### src/rtl/core/uts_pkg.sv
`default_nettype none

package uts_pkg;

    // Field widths.
    localparam int CFG_W     = 12;
    localparam int BYTE_W    = 8;
    localparam int CHAR_W    = 7;
    localparam int CP_W      = 21;
    localparam int RES_MAX   = 4;
    localparam int RES_CNT_W = 3;
    localparam int RES_IDX_W = 2;
    localparam int EV_NUM    = 4;

    localparam logic [CFG_W-1:0] MAX_CHARS_RESET = 12'd127;

    // ASCII characters used by the transliteration.
    localparam logic [CHAR_W-1:0] CH_NUL   = 7'h00;
    localparam logic [CHAR_W-1:0] CH_TAB   = 7'h09;
    localparam logic [CHAR_W-1:0] CH_LF    = 7'h0A;
    localparam logic [CHAR_W-1:0] CH_CR    = 7'h0D;
    localparam logic [CHAR_W-1:0] CH_SPACE = 7'h20;
    localparam logic [CHAR_W-1:0] CH_QUOTE = 7'h22;
    localparam logic [CHAR_W-1:0] CH_APOS  = 7'h27;
    localparam logic [CHAR_W-1:0] CH_DASH  = 7'h2D;
    localparam logic [CHAR_W-1:0] CH_DOT   = 7'h2E;
    localparam logic [CHAR_W-1:0] CH_DEL   = 7'h7F;
    localparam logic [CHAR_W-1:0] CH_A     = 7'h41;
    localparam logic [CHAR_W-1:0] CH_C     = 7'h43;
    localparam logic [CHAR_W-1:0] CH_D     = 7'h44;
    localparam logic [CHAR_W-1:0] CH_E     = 7'h45;
    localparam logic [CHAR_W-1:0] CH_I     = 7'h49;
    localparam logic [CHAR_W-1:0] CH_N     = 7'h4E;
    localparam logic [CHAR_W-1:0] CH_O     = 7'h4F;
    localparam logic [CHAR_W-1:0] CH_U     = 7'h55;
    localparam logic [CHAR_W-1:0] CH_Y     = 7'h59;

    typedef struct packed {
        logic [BYTE_W-1:0] in_byte;
        logic              last_byte;
    } t_in_item;

    typedef struct packed {
        logic [CHAR_W-1:0] out_char;
        logic              end_of_string;
    } t_out_item;

    typedef enum logic [1:0] {
        SYM_NONE     = 2'd0,
        SYM_SPACE    = 2'd1,
        SYM_CHAR     = 2'd2,
        SYM_ELLIPSIS = 2'd3
    } t_sym_kind;

    typedef struct packed {
        t_sym_kind         kind;
        logic [CHAR_W-1:0] ch;
    } t_sym;

    // Number of continuation bytes a lead byte asks for; zero for any other byte.
    function automatic logic [1:0] f_seq_need(input logic [BYTE_W-1:0] b);
        logic [1:0] need;
        need = 2'd0;
        if (b[7:5] == 3'b110) begin
            need = 2'd1;
        end else if (b[7:4] == 4'b1110) begin
            need = 2'd2;
        end else if (b[7:3] == 5'b11110) begin
            need = 2'd3;
        end
        return need;
    endfunction

    // Upper-case letter pair with lower case chosen by one bit.
    function automatic logic [CHAR_W-1:0] f_letter(input logic [CHAR_W-1:0] up,
                                                   input logic lower);
        return up | {1'b0, lower, 5'd0};
    endfunction

    // Base letter of the Latin-1 block 0xC0..0xDF; zero where nothing is shown.
    function automatic logic [CHAR_W-1:0] f_latin1_upper(input logic [4:0] idx);
        logic [CHAR_W-1:0] up;
        unique case (idx) inside
            [5'd0:5'd5]:   up = CH_A;
            5'd7:          up = CH_C;
            [5'd8:5'd11]:  up = CH_E;
            [5'd12:5'd15]: up = CH_I;
            5'd16:         up = CH_D;
            5'd17:         up = CH_N;
            [5'd18:5'd22]: up = CH_O;
            5'd24:         up = CH_O;
            [5'd25:5'd28]: up = CH_U;
            5'd29:         up = CH_Y;
            default:       up = CH_NUL;
        endcase
        return up;
    endfunction

    // What one codepoint turns into.
    function automatic t_sym f_classify(input logic [CP_W-1:0] cp);
        t_sym              s;
        logic [CHAR_W-1:0] up;
        logic [CHAR_W-1:0] c;
        s.kind = SYM_NONE;
        s.ch   = CH_NUL;
        c      = cp[CHAR_W-1:0];
        up     = CH_NUL;
        if (cp < 21'h80) begin
            if (c == CH_CR || c == CH_LF || c == CH_TAB || c == CH_SPACE) begin
                s.kind = SYM_SPACE;
                s.ch   = CH_SPACE;
            end else if (c > CH_SPACE && c != CH_DEL) begin
                s.kind = SYM_CHAR;
                s.ch   = c;
            end
        end else if (cp == 21'h2026) begin
            s.kind = SYM_ELLIPSIS;
            s.ch   = CH_DOT;
        end else if (cp >= 21'hC0 && cp <= 21'hFE) begin
            up = f_latin1_upper(cp[4:0]);
            if (up != CH_NUL) begin
                s.kind = SYM_CHAR;
                s.ch   = f_letter(up, cp[5]);
            end
        end else begin
            s.kind = SYM_CHAR;
            case (cp) inside
                21'h0000A0: begin
                    s.kind = SYM_SPACE;
                    s.ch   = CH_SPACE;
                end
                21'h0000FF:                       s.ch = f_letter(CH_Y, 1'b1);
                [21'h002018:21'h00201B]:          s.ch = CH_APOS;
                [21'h00201C:21'h00201F]:          s.ch = CH_QUOTE;
                21'h002013, 21'h002014, 21'h002212: s.ch = CH_DASH;
                21'h000102:                       s.ch = CH_A;
                21'h000103:                       s.ch = f_letter(CH_A, 1'b1);
                21'h000110:                       s.ch = CH_D;
                21'h000111:                       s.ch = f_letter(CH_D, 1'b1);
                21'h0001A0:                       s.ch = CH_O;
                21'h0001A1:                       s.ch = f_letter(CH_O, 1'b1);
                21'h0001AF:                       s.ch = CH_U;
                21'h0001B0:                       s.ch = f_letter(CH_U, 1'b1);
                21'h000178:                       s.ch = CH_Y;
                [21'h001EA0:21'h001EB7]:          s.ch = f_letter(CH_A, cp[0]);
                [21'h001EB8:21'h001EC7]:          s.ch = f_letter(CH_E, cp[0]);
                [21'h001EC8:21'h001ECB]:          s.ch = f_letter(CH_I, cp[0]);
                [21'h001ECC:21'h001EE3]:          s.ch = f_letter(CH_O, cp[0]);
                [21'h001EE4:21'h001EF1]:          s.ch = f_letter(CH_U, cp[0]);
                [21'h001EF2:21'h001EF9]:          s.ch = f_letter(CH_Y, cp[0]);
                default: begin
                    s.kind = SYM_NONE;
                    s.ch   = CH_NUL;
                end
            endcase
        end
        return s;
    endfunction

endpackage

`default_nettype wire

### src/rtl/core/utf8_text_sanitizer.sv
`default_nettype none
// An accepted byte is held in the input register, then its results load the result register.
// Throughput: one byte per cycle while each byte yields at most one result and the output
// is ready; a byte that yields n results (n up to four) holds the input until its last result
// is taken, while the result register drains one transaction per cycle when the output is ready.
// Reset (synchronous, active low): capacity returns to 127; string state but r_pend_cont clears.
module utf8_text_sanitizer (
    input  logic                             i_clk,
    input  logic                             i_rst_n,
    input  logic                             i_in_valid,
    output logic                             o_in_ready,
    input  uts_pkg::t_in_item                i_in_data,
    output logic                             o_out_valid,
    input  logic                             i_out_ready,
    output uts_pkg::t_out_item               o_out_data,
    input  logic                             i_cfg_valid,
    output logic                             o_cfg_ready,
    input  logic [uts_pkg::CFG_W-1:0]        i_cfg_max_chars
);
    import uts_pkg::*;

    // Configuration.
    logic [CFG_W-1:0]     r_max_chars;

    // Input register.
    logic                 r_in_valid;
    t_in_item             r_in_item;

    // String state.
    logic [BYTE_W-1:0]    r_pend_lead, n_pend_lead;
    logic [1:0]           r_pend_cnt, n_pend_cnt;
    logic [BYTE_W-1:0]    r_pend_cont [2];
    logic [BYTE_W-1:0]    n_pend_cont [2];
    logic                 r_prev_space, n_prev_space;
    logic [CFG_W-1:0]     r_chars_written, n_chars_written;

    // Result register: the up to four characters of one byte, drained in order.
    logic [CHAR_W-1:0]    r_res_char [RES_MAX];
    logic                 r_res_end;
    logic [RES_CNT_W-1:0] r_res_left;
    logic [RES_IDX_W-1:0] r_res_idx;

    // Processing logic.
    logic [BYTE_W-1:0]    cur_byte;
    logic                 cur_last;
    logic                 end_str;
    logic                 byte_cont;
    logic [1:0]           lead_need;
    logic [1:0]           fresh_need;
    logic [EV_NUM-1:0]    ev_vld;
    logic [CP_W-1:0]      ev_cp [EV_NUM];
    t_sym                 ev_sym [EV_NUM];
    logic [CHAR_W-1:0]    want_ch [RES_MAX];
    logic [RES_CNT_W-1:0] want_n;
    logic                 want_space;
    logic [CFG_W-1:0]     room;
    logic [RES_CNT_W-1:0] limit;
    logic [RES_CNT_W-1:0] take_n;
    logic [RES_CNT_W-1:0] res_n;
    logic [CHAR_W-1:0]    res_ch [RES_MAX];
    logic                 res_free;
    logic                 proc;
    logic                 out_take;

    assign cur_byte  = r_in_item.in_byte;
    assign cur_last  = r_in_item.last_byte;
    assign end_str   = (cur_byte == '0) || cur_last;
    assign byte_cont = (cur_byte[7:6] == 2'b10);
    assign lead_need = f_seq_need(r_pend_lead);
    assign fresh_need = f_seq_need(cur_byte);

    // The result register can take a new byte's results once its last pending
    // transaction completes, so a new byte is processed in the same cycle as that transaction.
    assign out_take   = o_out_valid && i_out_ready;
    assign res_free   = (r_res_left == '0) || ((r_res_left == 3'd1) && i_out_ready);
    assign proc       = r_in_valid && res_free;
    assign o_in_ready = !r_in_valid || proc;
    assign o_cfg_ready = 1'b1;

    // Decode the byte against the pending sequence into at most four codepoint
    // events, in emission order: the old lead byte, up to two continuation
    // bytes, and finally whatever the current byte yields.
    always_comb begin
        ev_vld      = '0;
        for (int e = 0; e < EV_NUM; e++) begin
            ev_cp[e] = '0;
        end
        n_pend_lead = r_pend_lead;
        n_pend_cnt  = r_pend_cnt;
        n_pend_cont = r_pend_cont;

        if (cur_byte == '0) begin
            // A terminator flushes whatever is pending as a broken sequence.
            if (r_pend_lead != '0) begin
                ev_vld[0] = 1'b1;
                ev_cp[0]  = CP_W'(r_pend_lead);
                ev_vld[1] = (r_pend_cnt >= 2'd1);
                ev_cp[1]  = CP_W'(r_pend_cont[0]);
                ev_vld[2] = (r_pend_cnt >= 2'd2);
                ev_cp[2]  = CP_W'(r_pend_cont[1]);
            end
        end else if (r_pend_lead != '0 && byte_cont) begin
            if (({1'b0, r_pend_cnt} + 3'd1) < {1'b0, lead_need}) begin
                // Sequence still short: buffer the continuation byte, or flush it all on the last flag.
                n_pend_cont[r_pend_cnt[0]] = cur_byte;
                n_pend_cnt = r_pend_cnt + 2'd1;
                if (cur_last) begin
                    ev_vld[0] = 1'b1;
                    ev_cp[0]  = CP_W'(r_pend_lead);
                    ev_vld[1] = 1'b1;
                    ev_cp[1]  = (r_pend_cnt == 2'd0) ? CP_W'(cur_byte)
                                                     : CP_W'(r_pend_cont[0]);
                    ev_vld[2] = (r_pend_cnt == 2'd1);
                    ev_cp[2]  = CP_W'(cur_byte);
                end
            end else begin
                // Sequence complete: assemble the codepoint.
                ev_vld[3] = 1'b1;
                unique case (lead_need)
                    2'd1: ev_cp[3] = CP_W'({r_pend_lead[4:0], cur_byte[5:0]});
                    2'd2: ev_cp[3] = CP_W'({r_pend_lead[3:0], r_pend_cont[0][5:0],
                                            cur_byte[5:0]});
                    default: ev_cp[3] = {r_pend_lead[2:0], r_pend_cont[0][5:0],
                                         r_pend_cont[1][5:0], cur_byte[5:0]};
                endcase
                n_pend_lead = '0;
                n_pend_cnt  = '0;
            end
        end else begin
            // No sequence, or one broken by a byte that is not a continuation.
            if (r_pend_lead != '0) begin
                ev_vld[0] = 1'b1;
                ev_cp[0]  = CP_W'(r_pend_lead);
                ev_vld[1] = (r_pend_cnt >= 2'd1);
                ev_cp[1]  = CP_W'(r_pend_cont[0]);
                ev_vld[2] = (r_pend_cnt >= 2'd2);
                ev_cp[2]  = CP_W'(r_pend_cont[1]);
            end
            n_pend_lead = '0;
            n_pend_cnt  = '0;
            // A single byte, or a new lead byte flushed at once by the last flag,
            // counts as the codepoint of its own value.
            if (fresh_need == 2'd0 || cur_last) begin
                ev_vld[3] = 1'b1;
                ev_cp[3]  = CP_W'(cur_byte);
            end else begin
                n_pend_lead = cur_byte;
            end
        end

        if (end_str) begin
            n_pend_lead = '0;
            n_pend_cnt  = '0;
        end
    end

    always_comb begin
        for (int e = 0; e < EV_NUM; e++) begin
            ev_sym[e] = f_classify(ev_cp[e]);
        end
    end

    // Build the characters the events ask for, collapsing runs of spaces. Only
    // the first four can ever leave in one step, so the list saturates there.
    always_comb begin
        want_n     = '0;
        want_space = r_prev_space;
        for (int k = 0; k < RES_MAX; k++) begin
            want_ch[k] = CH_NUL;
        end
        for (int e = 0; e < EV_NUM; e++) begin
            if (ev_vld[e]) begin
                case (ev_sym[e].kind)
                    SYM_SPACE: begin
                        if (!want_space) begin
                            want_space = 1'b1;
                            if (want_n < RES_CNT_W'(RES_MAX)) begin
                                want_ch[want_n[RES_IDX_W-1:0]] = CH_SPACE;
                                want_n = want_n + 3'd1;
                            end
                        end
                    end
                    SYM_CHAR: begin
                        want_space = 1'b0;
                        if (want_n < RES_CNT_W'(RES_MAX)) begin
                            want_ch[want_n[RES_IDX_W-1:0]] = ev_sym[e].ch;
                            want_n = want_n + 3'd1;
                        end
                    end
                    SYM_ELLIPSIS: begin
                        want_space = 1'b0;
                        for (int j = 0; j < 3; j++) begin
                            if (want_n < RES_CNT_W'(RES_MAX)) begin
                                want_ch[want_n[RES_IDX_W-1:0]] = CH_DOT;
                                want_n = want_n + 3'd1;
                            end
                        end
                    end
                    default: begin
                    end
                endcase
            end
        end
    end

    // Capacity: once the string holds max_chars characters, the rest are
    // dropped, so only a prefix of the wanted characters is kept.
    always_comb begin
        room  = '0;
        limit = '0;
        if (r_max_chars > r_chars_written) begin
            room  = r_max_chars - r_chars_written;
            limit = (room >= CFG_W'(RES_MAX)) ? RES_CNT_W'(RES_MAX) : room[RES_CNT_W-1:0];
        end
        take_n = (want_n < limit) ? want_n : limit;

        res_ch = want_ch;
        res_n  = take_n;
        // With nothing to show at the end of a string, a lone terminator result.
        if (end_str && take_n == '0) begin
            res_n     = 3'd1;
            res_ch[0] = CH_NUL;
        end

        n_chars_written = end_str ? '0 : (r_chars_written + CFG_W'(take_n));
        n_prev_space    = end_str ? 1'b0 : want_space;
    end

    // Control registers.
    always_ff @(posedge i_clk) begin
        if (!i_rst_n) begin
            r_max_chars     <= MAX_CHARS_RESET;
            r_in_valid      <= 1'b0;
            r_pend_lead     <= '0;
            r_pend_cnt      <= '0;
            r_prev_space    <= 1'b0;
            r_chars_written <= '0;
            r_res_left      <= '0;
            r_res_idx       <= '0;
        end else begin
            if (i_cfg_valid && o_cfg_ready) begin
                r_max_chars <= i_cfg_max_chars;
            end
            if (o_in_ready) begin
                r_in_valid <= i_in_valid;
            end
            if (proc) begin
                r_pend_lead     <= n_pend_lead;
                r_pend_cnt      <= n_pend_cnt;
                r_prev_space    <= n_prev_space;
                r_chars_written <= n_chars_written;
                r_res_left      <= res_n;
                r_res_idx       <= '0;
            end else if (out_take) begin
                r_res_left <= r_res_left - 3'd1;
                r_res_idx  <= r_res_idx + 2'd1;
            end
        end
    end

    // Payload registers.
    always_ff @(posedge i_clk) begin
        if (i_in_valid && o_in_ready) begin
            r_in_item <= i_in_data;
        end
        if (proc) begin
            r_pend_cont <= n_pend_cont;
            r_res_char  <= res_ch;
            r_res_end   <= end_str;
        end
    end

    // The end marker rides on the last transaction of the final byte.
    assign o_out_valid              = (r_res_left != '0);
    assign o_out_data.out_char      = r_res_char[r_res_idx];
    assign o_out_data.end_of_string = r_res_end && (r_res_left == 3'd1);

endmodule
`default_nettype wire
### config.mk
export PLATFORM = sky130hd
export DESIGN_NAME = utf8_text_sanitizer
export DESIGN_NICKNAME = d
export VERILOG_FILES = /design/src/rtl/core/uts_pkg.sv /design/src/rtl/core/utf8_text_sanitizer.sv
export SDC_FILE = /design/constraint.sdc
export NUM_CORES = 1
export LEC_CHECK = 0
export BUFFER_PORTS_ARGS = -buffer_cell sky130_fd_sc_hd__buf_4
export CAP_MARGIN = 20
export CORE_UTILIZATION = 60
export DETAILED_ROUTE_END_ITERATION = 10
export PLACE_DENSITY = 0.78
export SLEW_MARGIN = 20
export SYNTH_ARGS = -nofsm -noshare
export SYNTH_HDL_FRONTEND = slang
export SYNTH_SLANG_ARGS = --single-unit
export TNS_END_PERCENT = 5
### constraint.sdc
create_clock -name i_clk -period 24.7 [get_ports i_clk]
set_clock_uncertainty 0.15 [all_clocks]
set_input_delay 1.235 -clock i_clk [delete_from_list [all_inputs] [get_ports i_clk]]
set_output_delay 1.235 -clock i_clk [all_outputs]
set_load 0.05 [all_outputs]
==> qor.yml <==
nFillCells: 1472
max_slew_margin_pct: 26.7
yosys.area_share.simple_pct: 27.4
clk_path_buf_depth: 2
synth_flop_cell: "edfxtp_1"
synth_top_family_by_area: "compound AO/OA/AOI/OAI gates"
final_cell_mix: "nand2_1 (134), nor2_1 (115), a21oi_1 (78), o21ai_0 (78), inv_1 (63)"
dp_hpwl_um: 25800
worst_pin_slew_ns: 1.09
synth.area.mux_share_pct: 4.01
postCtsSetupRepairBufs: 0
yosysSeqAreaShare_pct: 23.6
root_buffer: "clkbuf_16"
clk_latency_ns: 0.37
yosysUniqueCellTypes: 107
core_um2: 16700
synth_compound_area_share_pct: 31.1
clk_pin_slew_worst_paths_ns: 0.07
finalNonFillerCells: 1552
routedWlPerCell_um: 22.3
synth_edf_count: 54
post-place-ws_ns: 14.49
num_rows: 47
synthArstFlopShare_pct: 0
crit_path_end_kind: "flip-flop"
fmax_ghz: 0.0944
cp-start-kind: "flip-flop"
num_antenna_cells: 0
grt_pass1_vias: 10084
syn_avg_cell_area_um2: 7.73
synth_top_area_cell: "edfxtp_1"
antenna_left: 0
hold_path.class: "flip-flop to flip-flop"
synth_fa_ha_area_share_pct: 6.38
place.gp.congestion: 1.04
worst-endpoint-required_ns: 24.79
track_usage_pct: 39.0
layout_commonest_cell: "nand2_1"
cp_top_family: "compound AO/OA/AOI/OAI gates"
die-area_um2: 17800
hold_viol: 0
cp_max_fo: 19
cts.sinks: 95
cp.arrival_ns: 10.68
grt_overflow: 0
fin_ws_ns: 14.11
ctsResizeCount: 0
slowest_stage: "dfxtp_1"
hold_buffers: 0
tns_ns: 0
grt_start_max_net_pins: 39
post-route-drc-count: 0
htreeDepth: 3
syn_to_final_growth_pct: 6.03
cp_num_buf_inv: 5
portBuffers: 35
synth-seq-cells: 95
crit_top_cell: "ha_1"
drt_iter0_drc: 1610
drive_above_1_share_pct: 9.98
nNetsFinal: 1404
ir_drop_mv: 0.0459
cap_violations: 0
cts_tree: "built"
via_per_inst: 7.16
syn_area_um2: 10400
placedCellCount: 1536
start_util_pct: 62.0
rsz0062_at_grt: "no"
critPathKind: "flip-flop to flip-flop"
synth_top_area_share_pct: 15.7
ioPinCount: 37
min_period_over_period_pct: 42.9
p_leak_uw: 0.00386
place_area_um2: 10700
fin_crit_ns: 10.59
setup_violations: 0
yosys-top-cells-area: "edfxtp_1 (16%), dfxtp_1 (7.9%), ha_1 (5.8%), nand2_1 (4.9%), nor2_1 (4.2%)"
synth_cells: 1339
final_util_pct: 65.7
die_h_um: 133
die_w_um: 133
design_area_um2: 11000
grt_pass1_wl_um: 54200
vias: 11106
power_density_nw_per_um2: 56.3
synth_xor_area_share_pct: 1.76
antenna_found_initial: 0
yosys_warnings: 0
status: "completed"
critical_path.max_stage_delay_ns: 0.74
dr.pass1.iters: 8
maxSlewViolCount: 0
cts_inserted_buffers: 9
wirelength_um: 34600
==> layout make-up <==
type                       instances  area (um2)  area share (%)
inverter                          64         240            2.19
multi-input combinational       1106        7350            67.0
timing repair buffer              51         383            3.49
clock inverter                     7        61.3           0.559
tap                              220         275            2.51
sequential                        95        2440            22.3
clock buffer                       9         225            2.05
==> final timing paths <==
check,startpoint,endpoint,slack [ns],depth (start not counted)
setup / recovery,r_pend_lead[4],r_chars_written[8],14.11,42
hold / removal,r_chars_written[2],r_chars_written[2],0.34,2
setup reg to reg,r_pend_lead[4],r_chars_written[8],14.11,42
hold reg to reg,r_chars_written[2],r_chars_written[2],0.34,2
==> Yosys cell counts, types with 7 or more instances <==
cell type  number
a211oi_1       18
a21boi_0       12
a21o_1          9
a21oi_1        78
a22o_1         15
a22oi_1        19
a31oi_1        19
a32oi_1        11
and2_1         23
and3_1         19
buf_2           9
clkbuf_1       56
dfxtp_1        41
edfxtp_1       54
ha_1           48
inv_1          63
mux2i_1        18
mux4_2          7
nand2_1       134
nand2b_1       18
nand3_1        55
nand3b_1        7
nand4_1        14
nor2_1        115
nor2b_1        22
nor3_1         40
nor3b_1        10
nor4_1         24
nor4b_1        11
o2111ai_1       9
o211ai_1       11
o21a_1         21
o21ai_0        78
o21ai_1        13
o221ai_1        8
o22ai_1        28
o31ai_1         9
o32ai_1         7
or2_2          13
or3_1           8
xnor2_1        14
==> registers in the layout, indices dropped and copies added (netlist names) <==
register / flops
cur_last: 1
r_in_valid: 1
r_res_left: 3
r_chars_written: 12
r_res_char: 28
r_pend_cnt: 2
r_pend_lead: 8
r_prev_space: 1
r_pend_cont: 16
r_max_chars: 12
r_res_idx: 2
cur_byte: 8
r_res_end: 1
==> per-stage QoR <==
stage | power, uW | hold slack, ns
finish | 618 | 0.340
global route | 646 | 0.354
CTS | 611 | 0.343
detailed placement | 472 | 0.328
global placement | 469 | 0.320
floorplan | 400 | 0.289
==> tightest hold or removal path, stage by stage (launching register included) <==
cell	delay, ns
dfxtp_1	0.33
nand2_1	0.05
a21boi_0	0.06
==> power breakdown <==
group          switching (uW)  internal [uW]  total [uW]  leakage [uW]
Sequential               14.5            189         204      0.000842
Combinational             184           90.2         274       0.00288
Clock                    69.4           70.4         140      0.000136
==> metal layers <==
metal / part of all wire (%) / global-route usage [%]
met1: 40 / 52.3
met2: 44 / 60.2
met3: 12 / 7.84
met4: 4.6 / 18.2
met5: 0 / 0
==> kinds of logic after synthesis <==
group	count (synthesis)
xor gates and xnor gates	20
AOI/OAI and AO/OA	453
adders and majority gates	51
and+or+nand+nor	545
buffers and inverters	142
muxes	31
other	2
DFF	95
Note: power is estimated with default switching activity, not from simulation.
